$ cat src/rtl/wns_pkg.sv
// Shared types and constants for the Worley nearest-seeds unit.
// Used by the top level and by the iterative multiplier and square root units.
package wns_pkg;

  localparam int TABLE_DEPTH = 1024;
  localparam int ADDR_W      = $clog2(TABLE_DEPTH);
  localparam int COORD_W     = 9;
  localparam int COUNT_W     = 13;
  localparam int DIST_W      = 20;
  localparam int SQ_W        = 24;
  localparam int NOISE_W     = 28;

  localparam int IN_DATA_W   = 40;
  localparam int OUT_DATA_W  = 80;

  localparam int MUL_W       = 42;
  localparam int MUL_P_W     = 2 * MUL_W;
  localparam int SQ_RAD_W    = 64;
  localparam int SQ_ROOT_W   = SQ_RAD_W / 2;
  localparam int SQ_REM_W    = SQ_ROOT_W + 3;
  localparam int SQ_CNT_W    = $clog2(SQ_ROOT_W);

  localparam logic [SQ_W-1:0] SENTINEL_SQ = 24'd16581375;

  localparam logic [1:0] CFG_SEED_COUNT  = 2'd0;
  localparam logic [1:0] CFG_SEED_OFFSET = 2'd1;
  localparam logic [1:0] CFG_MODE        = 2'd2;

  localparam logic [1:0] MODE_CELL  = 2'd0;
  localparam logic [1:0] MODE_CRACK = 2'd1;
  localparam logic [1:0] MODE_JELLY = 2'd2;

  localparam logic OP_WRITE = 1'b0;
  localparam logic OP_EVAL  = 1'b1;

  typedef enum logic [4:0] {
    ST_CLEAR,
    ST_IDLE,
    ST_SCAN,
    ST_SQ_A,
    ST_SQ_A_W,
    ST_SQ_B,
    ST_SQ_B_W,
    ST_MUL_D,
    ST_MUL_D_W,
    ST_MUL_L,
    ST_MUL_L_W,
    ST_MUL_R,
    ST_MUL_R_W,
    ST_MUL_P,
    ST_MUL_P_W,
    ST_SQ_P,
    ST_SQ_P_W,
    ST_DONE
  } state_t;

endpackage

$ cat src/rtl/wns_mul.sv
// Shift-and-add multiplier, one multiplier bit per cycle.
// Depends on wns_pkg for operand widths.
module wns_mul (
  input  logic                        clk,
  input  logic                        rst,
  input  logic                        start,
  input  logic [wns_pkg::MUL_W-1:0]   a,
  input  logic [wns_pkg::MUL_W-1:0]   b,
  output logic                        busy,
  output logic [wns_pkg::MUL_P_W-1:0] prod
);
  import wns_pkg::*;

  logic [MUL_P_W-1:0] a_sh;
  logic [MUL_W-1:0]   b_sh;

  always_ff @(posedge clk) begin
    if (rst) begin
      busy <= 1'b0;
    end else if (start) begin
      busy <= 1'b1;
    end else if (busy) begin
      busy <= (b_sh >> 1) != '0;
    end
  end

  always_ff @(posedge clk) begin
    if (start) begin
      prod <= '0;
      a_sh <= MUL_P_W'(a);
      b_sh <= b;
    end else if (busy) begin
      if (b_sh[0]) begin
        prod <= prod + a_sh;
      end
      a_sh <= a_sh << 1;
      b_sh <= b_sh >> 1;
    end
  end

endmodule

$ cat config.mk
export PLATFORM = sky130hd
export DESIGN_NAME = wns_mul
export DESIGN_NICKNAME = d
export VERILOG_FILES = /design/src/rtl/wns_pkg.sv /design/src/rtl/wns_mul.sv
export SDC_FILE = /design/constraint.sdc
export NUM_CORES = 1
export LEC_CHECK = 0
export BUFFER_PORTS_ARGS = -buffer_cell sky130_fd_sc_hd__buf_2
export CAP_MARGIN = 25
export CORE_ASPECT_RATIO = 1.5
export CORE_MARGIN = 2
export CORE_UTILIZATION = 25
export CTS_CLUSTER_DIAMETER = 50
export CTS_CLUSTER_SIZE = 8
export DETAILED_ROUTE_END_ITERATION = 7
export SETUP_SLACK_MARGIN = 0.5
export SYNTH_ARGS = -nofsm -noshare
export SYNTH_HDL_FRONTEND = slang
export SYNTH_SLANG_ARGS = --single-unit
$ cat constraint.sdc
create_clock -name clk -period 3.5 [get_ports clk]
set_input_delay 0.525 -clock clk [delete_from_list [all_inputs] [get_ports clk]]
set_output_delay 0.525 -clock clk [all_outputs]
set_load 0.005 [all_outputs]
==> metrics.cfg <==
[worst_setup_path]
r2r-end=prod[80]
cp-start-kind=flop
required_ps=3930
regToRegStartpoint=a_sh[8]
crit_path_end_kind=flop
crit_type=reg -> reg
crit_fanout=4
reg2reg_depth=12
rrSetupSlack_ps=530
critical_path_arrival_ps=3400

[global_routing]
grt_start_max_net_pins=78
grt_pass1_wl_um=62400
grt_pass1_vias=11300
grt_overflow=0
antenna_found_initial=5
track_usage_pct=14.9

[layout]
drive_gt1_share_pct=29.4
area_growth_pct=27.2
final_cell_area_um2=16500
nets=1769

[sta]
setup_viol=0
fmax_ghz=0.337
slew_violations=0
finalHoldViolations=0
rsz0062_at_grt=yes
slew_headroom_pct=50.4
max_slew.worst_pin.slew_ps=745
fin_worst_skew_ps=24.6
final.setup.tns_ps=0
min_period_ps=2970
min_period_over_period_pct=84.9

[die]
io_pins=172
die_h_um=283
core-area_um2=51400
die_area_um2=53600
initial_core_util_pct=25.1
die_width_um=190
rows=102

[logic_synthesis]
async_flop_share_pct=0
synth-edff-count=84
synth_area_um2=12900
synth_top_family_by_area=compound AO/OA/AOI/OAI gates
avgSynthCellArea_um2=9.01
synthAdderAreaFrac_pct=8.18
synthSimpleGateAreaFrac_pct=15.1
ys_ff_latch=211
synth.area.mux_share_pct=10.4
synth_fp_nets=1607
synthFlopType=dfxtp_1
ys_warn_count=0
synth-compound-area-share_pct=18.9
yosysSeqAreaShare_pct=39.2
synth_cell_types=66
synth_cells=1436
synth_xor_area_share_pct=5.15

[status]
status=complete, no violations

[drt]
routed_via_density=4.89
vias=11200
drtPass1Iterations=5
antenna_left=0
drt_iter0_markers=412
remaining_drc_errors=0
routed_wl_um=41400
post_drt_wl_per_cell_um=18.0

[hold_path]
hold_end=busy
min-delay-start=rst
min_path_cells=2
hold_class=in -> reg

[clock_tree]
cts_buffer_depth=3
htree_levels=2
cts_tree=done
clk_pin_slew_ps=50
cts_buffers=34
cts-root-buf=clkbuf_16
clock_latency_ps=520
clock_sink_count=211
ctsHoldBuffers=0

[pwr]
p_leak_nw=6.54
power.density_nw_per_um2=442
peakVddDrop_v=0.000391

[placed_design]
post-dp-hpwl_um=31000
io_buffers=171
gp_congestion=0.881
place_area_um2=14500

[run]
maxCapViolCount=0

[flip-flops by register name, summed over array words and instances (netlist names)]
register and flops:
a_sh 84, prod 84, b_sh 42, busy 1
[layout by cell type, fill, tap and decap left out, drive strengths merged, types with 51 or more instances in the layout]
master  count
nand2     195
buf       208
ha         83
edfxtp     84
clkbuf     51
nor2      108
a21oi     168
mux2       82
dfxtp     127
o21ai      94
[cell families (layout without fill, tap and decap cells)]
kind of cell               after synthesis  in the layout
AOI/OAI and AO/OA                      400            400
other                                    0              3
adders and majority gates               84             84
xor gates and xnor gates                76             76
and+or+nand+nor                        436            436
muxes                                  124            124
buffers and inverters                  105            286
DFF                                    211            211
[synth_stat cells (4+ instances only)]
cell / n / area [µm²]
and3_1: 7 / 43.8
mux2i_1: 42 / 420
nand2b_1: 6 / 37.5
nand3_1: 22 / 110
and2_1: 8 / 50.1
o21a_1: 11 / 82.6
inv_1: 23 / 86.3
o21ai_0: 87 / 435
a211oi_1: 6 / 45.0
clkbuf_1: 62 / 233
buf_2: 8 / 40.0
a31oi_1: 6 / 37.5
o221ai_1: 4 / 35.0
nand4_1: 33 / 206
o211ai_1: 6 / 45.0
xnor2_1: 43 / 377
edfxtp_1: 84 / 2520
nand2_1: 195 / 732
a41oi_1: 5 / 43.8
a21o_1: 43 / 323
ha_1: 83 / 1040
or3_1: 7 / 43.8
o21bai_1: 19 / 143
xor2_1: 33 / 289
buf_1: 11 / 41.3
a21oi_1: 165 / 826
a21boi_0: 5 / 37.5
mux2_2: 82 / 923
o31ai_1: 4 / 30.0
o21ai_1: 5 / 25.0
nor3_1: 14 / 70.1
nor2_1: 108 / 405
nor4_1: 15 / 93.8
nor2b_1: 8 / 50.1
dfxtp_1: 127 / 2540
[area by class of cell]
| type | count | area, µm² |
|---|---|---|
| well taps | 676 | 846 |
| flip-flops and latches | 211 | 5070 |
| inverters | 23 | 90.1 |
| repair buffers | 208 | 1160 |
| diodes | 3 | 7.51 |
| multi-input cells | 1120 | 8260 |
| clock inverters | 4 | 50.0 |
| clock buffers | 51 | 976 |
| fillers | 5308 | 35000 |
[report_power, final]
group / internal, W / switching, W
sequential: 0.00274 / 0.000125
combinational: 0.000565 / 0.000700
clock: 0.00198 / 0.00117
[worst max-delay path by stage]
stage | start | to | slack, ps | cells past startpoint
after floorplan | start | a_sh[0] | 740 | 4
after global placement | a_sh[18] | prod[77] | 60 | 12
after detailed placement | a_sh[8] | prod[77] | -5 | 12
after CTS | a_sh[31] | prod[80] | 490 | 12
after global routing | prod[44] | prod[83] | 370 | 12
final | a_sh[8] | prod[80] | 530 | 12
[through the flow]
stage	utilization [%]	setup WS, ps	std cells	hold slack (ps)	power (W)
global placement	28.2	62.3	2221	458	0.00397
floorplan	-	737	1436	459	0.00363
detailed placement	28.2	-4.65	2221	467	0.00399
finish	32.0	529	2296	164	0.00728
global route	32.0	372	2295	163	0.00759
CTS	30.8	491	2283	139	0.00726
[repair_timing]
item | 4_1_cts | 5_1_grt
gates resized for setup | 67 | 113
buffers inserted | 7 | 10
pin swaps | 14 | 32
setup endpoints to repair | 33 | 33
[per-layer routing]
layer,vias to the layer above,wire (µm),track usage (%)
met4,6,1840,6.76
met2,260,21900,28.4
met3,103,1930,3.13
li1,5545,-,-
met5,-,37,0
met1,5321,15700,15.4
[critical path, stage by stage, from the launching register on]
cell,delay [ps]
edfxtp_1,450
ha_4,330
and2_4,160
nand4_2,120
o211a_4,280
a211oi_4,280
nand3_2,170
a211oi_4,400
o21ai_2,110
a21oi_2,150
o31ai_2,80
nor3b_2,170
o31ai_2,180
Note: power is estimated with default switching activity, not from simulation.
