--- src/rtl/wns_pkg.sv ---
// Shared types and constants for the Worley nearest-seeds unit.
// Used by the top level and by the iterative multiplier and square root units.
package wns_pkg;

  localparam int TABLE_DEPTH = 1024;
  localparam int ADDR_W      = $clog2(TABLE_DEPTH);
  localparam int COORD_W     = 9;
  localparam int COUNT_W     = 13;
  localparam int DIST_W      = 20;
  localparam int SQ_W        = 24;
  localparam int NOISE_W     = 28;

  localparam int IN_DATA_W   = 40;
  localparam int OUT_DATA_W  = 80;

  localparam int MUL_W       = 42;
  localparam int MUL_P_W     = 2 * MUL_W;
  localparam int SQ_RAD_W    = 64;
  localparam int SQ_ROOT_W   = SQ_RAD_W / 2;
  localparam int SQ_REM_W    = SQ_ROOT_W + 3;
  localparam int SQ_CNT_W    = $clog2(SQ_ROOT_W);

  localparam logic [SQ_W-1:0] SENTINEL_SQ = 24'd16581375;

  localparam logic [1:0] CFG_SEED_COUNT  = 2'd0;
  localparam logic [1:0] CFG_SEED_OFFSET = 2'd1;
  localparam logic [1:0] CFG_MODE        = 2'd2;

  localparam logic [1:0] MODE_CELL  = 2'd0;
  localparam logic [1:0] MODE_CRACK = 2'd1;
  localparam logic [1:0] MODE_JELLY = 2'd2;

  localparam logic OP_WRITE = 1'b0;
  localparam logic OP_EVAL  = 1'b1;

  typedef enum logic [4:0] {
    ST_CLEAR,
    ST_IDLE,
    ST_SCAN,
    ST_SQ_A,
    ST_SQ_A_W,
    ST_SQ_B,
    ST_SQ_B_W,
    ST_MUL_D,
    ST_MUL_D_W,
    ST_MUL_L,
    ST_MUL_L_W,
    ST_MUL_R,
    ST_MUL_R_W,
    ST_MUL_P,
    ST_MUL_P_W,
    ST_SQ_P,
    ST_SQ_P_W,
    ST_DONE
  } state_t;

endpackage

--- src/rtl/wns_sqrt.sv ---
// Digit-by-digit integer square root, one root bit per cycle.
// Depends on wns_pkg for widths; also reports a nonzero remainder.
module wns_sqrt (
  input  logic                          clk,
  input  logic                          rst,
  input  logic                          start,
  input  logic [wns_pkg::SQ_RAD_W-1:0]  rad,
  output logic                          busy,
  output logic [wns_pkg::SQ_ROOT_W-1:0] root,
  output logic                          inexact
);
  import wns_pkg::*;

  logic [SQ_RAD_W-1:0] rad_sh;
  logic [SQ_REM_W-1:0] rem;
  logic [SQ_CNT_W-1:0] cnt;
  logic [SQ_REM_W-1:0] rem_sh;
  logic [SQ_REM_W-1:0] trial;

  assign rem_sh  = {rem[SQ_REM_W-3:0], rad_sh[SQ_RAD_W-1 -: 2]};
  assign trial   = SQ_REM_W'({root, 2'b01});
  assign inexact = rem != '0;

  always_ff @(posedge clk) begin
    if (rst) begin
      busy <= 1'b0;
    end else if (start) begin
      busy <= 1'b1;
    end else if (busy && cnt == SQ_CNT_W'(SQ_ROOT_W - 1)) begin
      busy <= 1'b0;
    end
  end

  always_ff @(posedge clk) begin
    if (start) begin
      rad_sh <= rad;
      rem    <= '0;
      root   <= '0;
      cnt    <= '0;
    end else if (busy) begin
      rad_sh <= rad_sh << 2;
      cnt    <= cnt + 1'b1;
      if (rem_sh >= trial) begin
        rem  <= rem_sh - trial;
        root <= {root[SQ_ROOT_W-2:0], 1'b1};
      end else begin
        rem  <= rem_sh;
        root <= {root[SQ_ROOT_W-2:0], 1'b0};
      end
    end
  end

endmodule

--- config.mk ---
export PLATFORM = sky130hd
export DESIGN_NAME = wns_sqrt
export DESIGN_NICKNAME = d
export VERILOG_FILES = /design/src/rtl/wns_pkg.sv /design/src/rtl/wns_sqrt.sv
export SDC_FILE = /design/constraint.sdc
export NUM_CORES = 1
export LEC_CHECK = 0
export BUFFER_PORTS_ARGS = -buffer_cell sky130_fd_sc_hd__buf_2
export CORE_ASPECT_RATIO = 2
export CORE_MARGIN = 1
export CORE_UTILIZATION = 25
export DETAILED_ROUTE_END_ITERATION = 10
export GPL_ROUTABILITY_DRIVEN = 0
export GPL_TIMING_DRIVEN = 1
export RECOVER_POWER = 50
export SETUP_SLACK_MARGIN = 0.05
export SYNTH_ARGS = -nofsm -noshare
export SYNTH_HDL_FRONTEND = slang
export SYNTH_SLANG_ARGS = --single-unit
export TNS_END_PERCENT = 20
--- constraint.sdc ---
create_clock -name clk -period 4.7 [get_ports clk]
set_clock_uncertainty 0.15 [all_clocks]
set_input_delay 1.175 -clock clk [delete_from_list [all_inputs] [get_ports clk]]
set_output_delay 1.175 -clock clk [all_outputs]
set_load 0.1 [all_outputs]
==> metrics.txt <==
# TYPE chip_impl_metric gauge
chip_impl_info{name="outcome",value="finished, violations left"} 1
chip_impl_info{name="failed_checks",value="capacitance limit, slew limit"} 1
chip_impl_metric{name="diodes",unit=""} 0
chip_impl_metric{name="synth.distinct_cells",unit=""} 54
chip_impl_metric{name="hold_buffers",unit=""} 0
chip_impl_metric{name="drive_gt1_frac",unit=""} 0.218
chip_impl_metric{name="cap_violations",unit=""} 1
chip_impl_metric{name="setup_tns",unit="ns"} 0
chip_impl_info{name="crit_path_start_kind",value="primary input"} 1
chip_impl_metric{name="yosys.area.top_type_share",unit=""} 0.251
chip_impl_metric{name="groute.usage.overall",unit=""} 0.131
chip_impl_info{name="cell_types_occupying_the_most_area_after_synthesis",value="edfxtp_1 (25%), dfxtp_1 (19%), mux2_2 (9.4%), ha_1 (5.9%), mux2i_1 (5.9%)"} 1
chip_impl_metric{name="ys_ff_latch",unit=""} 137
chip_impl_metric{name="synthesized_instance_count",unit=""} 776
chip_impl_info{name="synth.largest_area_cell",value="edfxtp_1"} 1
chip_impl_info{name="worst_setup_path_end_kind",value="flip-flop"} 1
chip_impl_metric{name="chipHeight",unit="um"} 250
chip_impl_metric{name="largest_net_degree_at_the_start_of_global_routing",unit=""} 65
chip_impl_metric{name="max-slew-margin-rel",unit=""} -0.647
chip_impl_metric{name="fin_worst_hold_slack",unit="ns"} 0.354
chip_impl_metric{name="routed-via-count",unit=""} 5981
chip_impl_metric{name="place.port_buffers",unit=""} 100
chip_impl_metric{name="seq_power_share",unit=""} 0.282
chip_impl_metric{name="max_freq",unit="MHz"} 262
chip_impl_metric{name="clock_power_share",unit=""} 0.224
chip_impl_metric{name="combPwrFrac",unit=""} 0.494
chip_impl_metric{name="grt_first_pass_wirelength",unit="um"} 31700
chip_impl_metric{name="antenna_found_initial",unit=""} 0
chip_impl_metric{name="sequential_share_of_the_synthesized_area",unit=""} 0.442
chip_impl_metric{name="remaining_drc_errors",unit=""} 0
chip_impl_metric{name="ir_worst_vdd",unit="mV"} 0.292
chip_impl_metric{name="dieWidth",unit="um"} 126
chip_impl_metric{name="netSwitchingPower",unit="mW"} 2.36
chip_impl_metric{name="areaGrowthSynthToFinish",unit="%"} 17.3
chip_impl_info{name="rsz0062_at_grt",value="false"} 1
chip_impl_metric{name="gr-total-overflow",unit=""} 0
chip_impl_metric{name="place_area",unit="um2"} 8480
chip_impl_metric{name="fillCellCount",unit=""} 3190
chip_impl_metric{name="drv_slew",unit=""} 51
chip_impl_metric{name="cp_slowest_stage_delay",unit="ns"} 1.79
chip_impl_metric{name="avgRoutedWirePerCell",unit="um"} 16.3
chip_impl_metric{name="leakagePower",unit="nW"} 3.52
chip_impl_metric{name="period_needed",unit="ns"} 3.82
chip_impl_metric{name="post-dp-hpwl",unit="um"} 14800
chip_impl_info{name="worstPathCellList",value="buf_4 > clkbuf_1 > mux2_2"} 1
chip_impl_metric{name="final_area",unit="um2"} 8990
chip_impl_info{name="tritoncts",value="yes"} 1
chip_impl_metric{name="ff_latch_area",unit="um2"} 3390
chip_impl_info{name="yosysMostFrequentCell",value="nor2_1"} 1
chip_impl_info{name="ys_dominant_reg_cell",value="dfxtp_1"} 1
chip_impl_metric{name="max-clock-path-buffers",unit=""} 2
chip_impl_metric{name="transition_at_the_pin_with_the_smallest_max_transition_slack",unit="ns"} 2.47
chip_impl_metric{name="number_of_placed_cells_counting_well_taps",unit=""} 1209
chip_impl_metric{name="postCtsSetupRepairBufs",unit=""} 0
chip_impl_metric{name="clkSinkCount",unit=""} 137
chip_impl_metric{name="asyncSetResetFlopFracSynth",unit=""} 0
chip_impl_metric{name="row_count",unit=""} 90
chip_impl_metric{name="synth-warning-count",unit=""} 0
chip_impl_info{name="slowest_stage",value="clkbuf_1"} 1
chip_impl_metric{name="post_drt_via_cell_ratio",unit=""} 4.82
chip_impl_metric{name="detail_route.iter0.violations",unit=""} 174
chip_impl_metric{name="clock_insertion_delay_worst_skew",unit="ns"} 0.43
chip_impl_metric{name="clk_pin_slew_worst_paths",unit="ns"} 0.06
chip_impl_metric{name="worst_ep_arrival_time",unit="ns"} 3.85
chip_impl_metric{name="placeableCoreArea",unit="um2"} 30200
chip_impl_info{name="ys_top_cells_by_count",value="nor2_1 (102), dfxtp_1 (73), edfxtp_1 (64), mux2_2 (64), a21oi_1 (55)"} 1
chip_impl_metric{name="grt_pass1_vias",unit=""} 6244
chip_impl_metric{name="final_net_count",unit=""} 963
chip_impl_metric{name="netlist_area",unit="um2"} 7660
chip_impl_info{name="timing.setup.critical_path_class",value="in -> reg"} 1
chip_impl_metric{name="worst-path-max-fanout",unit=""} 50
chip_impl_metric{name="start_util",unit=""} 0.254
chip_impl_metric{name="drt_pre_antenna_iters",unit=""} 4
chip_impl_metric{name="pwr_density_cell",unit="nW/um2"} 619
chip_impl_metric{name="cts_max_level",unit=""} 4
chip_impl_metric{name="totalWireLength",unit="um"} 20200
chip_impl_metric{name="synthesis.area_per_instance",unit="um2"} 9.87
chip_impl_metric{name="worst_ep_required_time",unit="ns"} 4.72
chip_impl_metric{name="hold_viol",unit=""} 0
chip_impl_metric{name="floorplan.die_area",unit="um2"} 31400
chip_impl_metric{name="layout_worst_path_cycle_share",unit=""} 0.813
chip_impl_info{name="ctsRootBufferMaster",value="clkbuf_16"} 1
chip_impl_metric{name="switching_share",unit=""} 0.424
chip_impl_metric{name="cts_resized",unit=""} 0
chip_impl_metric{name="setup_violations",unit=""} 0
chip_impl_metric{name="multi_input_comb_area",unit="um2"} 3920
chip_impl_metric{name="ant_nets",unit=""} 0
chip_impl_metric{name="cts_made_buffers",unit=""} 17
chip_impl_metric{name="synth_nets",unit=""} 879
chip_impl_metric{name="internal_power",unit="mW"} 3.21
chip_impl_metric{name="design.portCount",unit=""} 101
chip_impl_metric{name="edff_count_synth",unit=""} 64
chip_impl_info{name="hold_path.class",value="reg -> reg"} 1
chip_impl_metric{name="layout.cells.non_filler",unit=""} 1240
==> power groups by stage <==
stage               clock network, mW  logic (mW)  registers, mW
CTS                              1.28        2.72           1.57
global placement                    0        2.69           1.59
finish                           1.24        2.75           1.57
detailed placement                  0        2.71           1.59
floorplan                           0        2.15           1.55
global route                     1.32        3.00           1.59
==> through the flow <==
| step | setup slack (ns) | power [mW] | util |
|---|---|---|---|
| 2_1_floorplan | 1.15 | 3.70 | - |
| 3_3_place_gp | 1.44 | 4.28 | 0.281 |
| 3_5_place_dp | 1.44 | 4.30 | 0.281 |
| 4_1_cts | 0.975 | 5.58 | 0.299 |
| 5_1_grt | 0.582 | 5.91 | 0.298 |
| 6_report | 0.878 | 5.57 | 0.298 |
==> per-layer routing <==
layer | wire, um | track usage
met1 | 7160 | 0.118
met2 | 11200 | 0.252
met3 | 855 | 0.0332
met4 | 1020 | 0.0871
met5 | 0 | 0
==> state kept, by name, summed over array words and instances (netlist names) <==
| register | flops |
|---|---|
| busy | 1 |
| cnt | 5 |
| rad_sh | 64 |
| rem | 35 |
| root | 32 |
==> path summary, 6_finish.rpt <==
path           start         to  slack, ns  cells after the start
min           cnt[4]     cnt[4]       0.35                      2
max            start  rad_sh[6]       0.88                      3
max reg2reg  root[1]    rem[32]       1.38                     11
min reg2reg   cnt[4]     cnt[4]       0.35                      2
==> kinds of logic (layout without fill, tap and decap cells) <==
family,after synthesis,in the layout,share of synthesized area
and+or+nand+nor,221,221,0.132
AOI/OAI and AO/OA,158,158,0.133
DFF,137,137,0.442
muxes,109,109,0.153
buffers and inverters,84,180,0.0469
adders and majority gates,36,36,0.0588
xor gates and xnor gates,31,31,0.0354
==> critical path: cells and delay by family <==
family                 cells  cell delay [ns]
multiplexers               1             0.47
buffers and inverters      2             2.16
==> cells in the final DEF (no fill, tap or decap), drive strengths merged, types with 12 or more instances in the layout <==
master,n
ha,36
a211oi,25
o21ai,29
clkbuf,37
inv,42
nor2,102
mux2i,45
nand2,40
mux2,64
dfxtp,73
a21oi,55
xor2,17
buf,86
edfxtp,64
nor4,13
xnor2,14
nand3,12
==> cell type report <==
| cell class | count | area share |
|---|---|---|
| Sequential cell | 137 | 0.377 |
| Inverter | 43 | 0.0185 |
| Clock inverter | 14 | 0.0122 |
| Multi-Input combinational cell | 555 | 0.436 |
| Timing Repair Buffer | 106 | 0.0579 |
| Clock buffer | 17 | 0.0473 |
| Tap cell | 368 | 0.0512 |
Note: power is estimated with default switching activity, not from simulation.
